--- config.mk ---
export PLATFORM = sky130hd
export DESIGN_NAME = gf2mm_ram
export DESIGN_NICKNAME = d
export VERILOG_FILES = /design/src/hdl/gf2_matrix_multiply_macros.svh /design/src/hdl/gf2mm_ram.sv
export SDC_FILE = /design/constraint.sdc
export NUM_CORES = 2
export LEC_CHECK = 0
export BUFFER_PORTS_ARGS = -buffer_cell sky130_fd_sc_hd__buf_2
export CAP_MARGIN = 20
export CORE_UTILIZATION = 50
export CTS_CLUSTER_DIAMETER = 80
export CTS_CLUSTER_SIZE = 40
export DETAILED_ROUTE_END_ITERATION = 10
export PLACE_DENSITY_LB_ADDON = 0.05
export SYNTH_ARGS = -nofsm -noshare
export SYNTH_HDL_FRONTEND = slang
export SYNTH_SLANG_ARGS = --single-unit
--- constraint.sdc ---
create_clock -name clock -period 13.2 [get_ports clock]
set_input_delay 0.66 -clock clock [delete_from_list [all_inputs] [get_ports clock]]
set_output_delay 0.66 -clock clock [all_outputs]
set_load 0.02 [all_outputs]
--- src/hdl/gf2_matrix_multiply_macros.svh ---
`ifndef GF2_MATRIX_MULTIPLY_MACROS_SVH
`define GF2_MATRIX_MULTIPLY_MACROS_SVH

// same-cycle implication
`define GF2MM_ASSERT_IMPL(lbl, clk, rst, ante, cons) \
   lbl: assert property (@(posedge clk) disable iff (rst) (ante) |-> (cons)) \
      else $error("gf2mm assertion failed");

// next-cycle implication
`define GF2MM_ASSERT_NEXT(lbl, clk, rst, ante, cons) \
   lbl: assert property (@(posedge clk) disable iff (rst) (ante) |=> (cons)) \
      else $error("gf2mm assertion failed");

`endif

--- src/hdl/gf2mm_ram.sv ---
module gf2mm_ram #(
   parameter int WIDTH = 64,
   parameter int DEPTH = 64,
   localparam int AW = (DEPTH > 1) ? $clog2(DEPTH) : 1
) (
   input  logic                  clock,
   input  logic                  we,
   input  logic [AW-1:0]         waddr,
   input  logic [WIDTH-1:0]      wdata,
   input  logic                  re,
   input  logic [AW-1:0]         raddr,
   output logic [WIDTH-1:0]      rdata
);

   logic [WIDTH-1:0] mem_ff [DEPTH];
   logic [WIDTH-1:0] rdata_ff;

   always_ff @(posedge clock) begin
      if (we) begin
         mem_ff[waddr] <= wdata;
      end
      if (re) begin
         rdata_ff <= mem_ff[raddr];
      end
   end

   assign rdata = rdata_ff;

endmodule

Word-level counts from Yosys, hierarchy flattened
Memories as Yosys holds them, arrays and structs flattened. A register that Yosys moved wholly into a read port is not among the register bits. Index checks and enable logic that the tools add are counted.

Output and inout port bits: 64. Register bits: 0. Memories kept: 1. Word-level logic and storage cells: 3. Memory bits (writable): 4096. Input port bits: 79.

Memories: mem_ff (depth 64, bits a word 64, rd ports 1, clocked after Yosys merged registers in 1, write ports 1, line gf2mm_ram.sv:15) `logic [WIDTH-1:0] mem_ff [DEPTH];`.

Multiplexer cells: 2.

Operators by type and width (count): two-way mux 1 bit (2).

Depth between registers and ports, before layout
Depth after elaboration: 2. Gate-level depth with buffers: 9.

Least setup slack after synthesis
Ideal clock, no wire load.

Path type: input-to-reg. Start: in waddr[3]. End: mem mem_ff[48][0] (enable). Data arrival time: 5.532 ns. Slack: 7.104 ns. Buffers on the path: 1. Stages: 4. Cells stage by stage: clkbuf_1 -> nor2b_1 -> nand4b_1 -> nor3_1.

RTL lines: from (decl) (line gf2mm_ram.sv:8) `input logic [AW-1:0] waddr,`; to (decl) (line gf2mm_ram.sv:15).

Straight into the memory's write port.

==> run metrics <==
Die X 562 um; synthesized instance count 6598; cell mode on critical path buf_4; vias in the first global route 73200; Row Count 205; # setup viols final 0; Max Cap Viol 0; TritonCTS Buffers 173; Hold WC Path Type in -> reg; post-route antenna net violation count 0; top cells by count, synth edfxtp_1, mux4_2, buf_2; RSZ-0062 raised after global routing no; critical path type in -> reg; Max clock buf depth 4; CP Depth 9; Post-synth ARST share 0%; final hold vios 0; Worst Clk Skew 0.0373 ns; Fmax 0.247 GHz; vias 74700; R2R depth 4; Post-synth EDFFs 4160; post-route setup TNS 0 ns; worst-path fanout max 61; PD cells 137 nW/um2; Util after Layout 54.6%; Worst setup EP type flop; largest net degree at the start of global routing 125; Hold Path Stages 1; Mapped Avg Cell Area 23.8 um2; most common cell in the synthesized netlist edfxtp_1; DRC violations left 0; filler cell count 23200; Worst setup SP type primary input; Overflow after GRT 0; min cycle time layout 4.04 ns; Synth Register Bits 4160; CTS tree built; Tot GR Track Use 28.8%; io pins 143; Synth Flop Type edfxtp_1; initial drt markers 11200; routed length per placed instance 41.0 um; Final Slew Violations 0; syn_nets 6677; Slew HR 18.2%; Yosys top cell area share 79.6%; first-pass GRT wire length 620 mm; warnings from Yosys 0; Vias per Instance 6.74; Max stage delay on crit path 0.73 ns; htree depth 4; Starting Density 50.3%; area delta synth->final 8.62%; die area 316000 um2; WL final 454 mm; nets@finish 6866; slowest stage cell on the critical path buf_4; DIE HEIGHT 562 um; Core Footprint 312000 um2; root buffer selected by CTS clkbuf_16; worst path cell trace buf_12 > buf_4 > buf_4 > buf_4 > mux4_2 > mux2i_1 > o22ai_1 > a41oi_1 > a211oi_1; DPL Wire Length 240 mm; top cell type by total area after synthesis edfxtp_1; I/O Buffers 142; sequential area share after synthesis 79.6%; delay-heaviest family, CP buffers and inverters; Final period util 30.6%; mapped cell area 157000 um2; Buf/Inv on CP 4; # clock sinks 4160; Placer Congestion 0.787; Worst EP required 13.84 ns; antenna violations before repair 45; Synth cell types 32; Reg clk slew, reported paths 0.12 ns; worst vdd ir 0.116 mV; share of layout cells above drive strength 1 26.3%; Clock Latency Late Sink 0.93 ns; outcome finished clean; crit path DAT 4.68 ns; DRT Pass-1 Iters 6; synth top area cells edfxtp_1, mux4_2, mux2i_1, a22oi_1, buf_2; cell leakage power 51.8 nW; worst slew pin tran 1.23 ns
-- metal layers --
layer  track usage, %  wire, um  vias to the layer above
li1                 -         -                    28700
met1             42.7    184000                    41900
met4             4.95      8770                       10
met2             46.2    219000                     3619
met3             4.67     41600                      444
met5                0        51                        -
-- per-stage QoR --
step | instances | total power (W) | instance area [um2] | setup slack, ns | hold WS [ns]
4_1_cts | 11000 | 0.0235 | 170000 | 9.02 | 0.194
3_5_place_dp | 10700 | 0.0162 | 164000 | 8.04 | 0.906
5_1_grt | 11100 | 0.0240 | 170000 | 8.77 | 0.00563
2_1_floorplan | 6598 | 0.0157 | 157000 | 7.10 | 0.759
6_report | 11100 | 0.0234 | 171000 | 9.16 | 0.0314
3_3_place_gp | 10700 | 0.0162 | 163000 | 8.03 | 0.900
-- flip-flops by register name, summed over array words and instances, names as in the netlist --
name,count
mem_ff,4096
rdata,64
-- path summary, 6_finish.rpt --
kind	from	endpoint	slack [ns]
worst min register to register	mem_ff[55][32]$_DFFE_PP_	rdata[32]$_DFFE_PP_	0.92
worst max-delay path	raddr[0]	rdata[21]$_DFFE_PP_	9.16
worst max register to register	mem_ff[5][62]$_DFFE_PP_	rdata[62]$_DFFE_PP_	10.76
worst min-delay path	wdata[60]	mem_ff[7][60]$_DFFE_PP_	0.03
-- report_power, final --
part | total (W) | internal [W] | switching (W)
Sequential | 0.0147 | 0.0146 | 0.0000448
Clock | 0.00743 | 0.00290 | 0.00453
Combinational | 0.00127 | 0.000455 | 0.000811
Total | 0.0234 | 0.0180 | 0.00539
-- final cells by class --
class | instances | area [um2] | area share (%)
Multi-Input combinational cell | 2049 | 30800 | 18.1
Sequential cell | 4160 | 125000 | 73.3
Inverter | 19 | 71.3 | 0.0418
Antenna cell | 18 | 45.0 | 0.0264
Clock inverter | 131 | 1970 | 1.16
Clock buffer | 182 | 4490 | 2.63
Tap cell | 4140 | 5180 | 3.04
Timing Repair Buffer | 384 | 3060 | 1.79
-- worst register-to-register path, delay by kind of cell, from the launching register on --
family             cells  cell delay (ns)
DFF                    1             0.40
muxes                  1             0.53
AOI/OAI and AO/OA      2             0.94
and+or+nand+nor        1             0.31
-- cell usage in the layout, fill, tap and decap left out, types with 4 or more instances in the layout --
cell type | netlist | final
a41oi_1 | 26 | 26
o22ai_1 | 83 | 83
a2bb2oi_1 | 19 | 19
clkinv_16 | 0 | 7
or3_1 | 29 | 29
buf_4 | 34 | 205
clkbuf_16 | 0 | 179
clkinv_2 | 0 | 5
buf_16 | 0 | 4
a31oi_1 | 18 | 18
or2_2 | 28 | 28
inv_8 | 0 | 12
a22oi_1 | 168 | 168
and3_1 | 64 | 64
mux4_2 | 1024 | 1024
inv_6 | 0 | 14
bufinv_16 | 0 | 6
buf_12 | 0 | 34
nand2b_1 | 11 | 8
nand3_1 | 45 | 45
clkinv_8 | 0 | 36
o221ai_1 | 38 | 38
diode_2 | 0 | 18
inv_12 | 0 | 21
edfxtp_1 | 4160 | 4160
nor2_1 | 112 | 47
mux2i_1 | 135 | 135
inv_16 | 0 | 13
clkinv_1 | 0 | 7
inv_1 | 19 | 19
nor2_4 | 0 | 65
nand2_1 | 58 | 54
nor2b_1 | 28 | 24
a22o_1 | 88 | 88
clkinv_4 | 0 | 7
buf_2 | 170 | 138
a211oi_1 | 63 | 63
-- cells by family after synthesis --
group | after synthesis | synth area share, %
AOI/OAI and AO/OA | 504 | 2.47
buffers and inverters | 389 | 1.18
DFF | 4160 | 79.6
muxes | 1159 | 15.6
and+or+nand+nor | 386 | 1.23
-- timing repair --
action / 4_1_cts / 5_1_grt
hold endpoints to repair: 0 / 1
hold buffers: 0 / 1
setup buffers: 0 / 0
gates resized for setup: 0 / 0
Note: power is estimated with default switching activity, not from simulation.
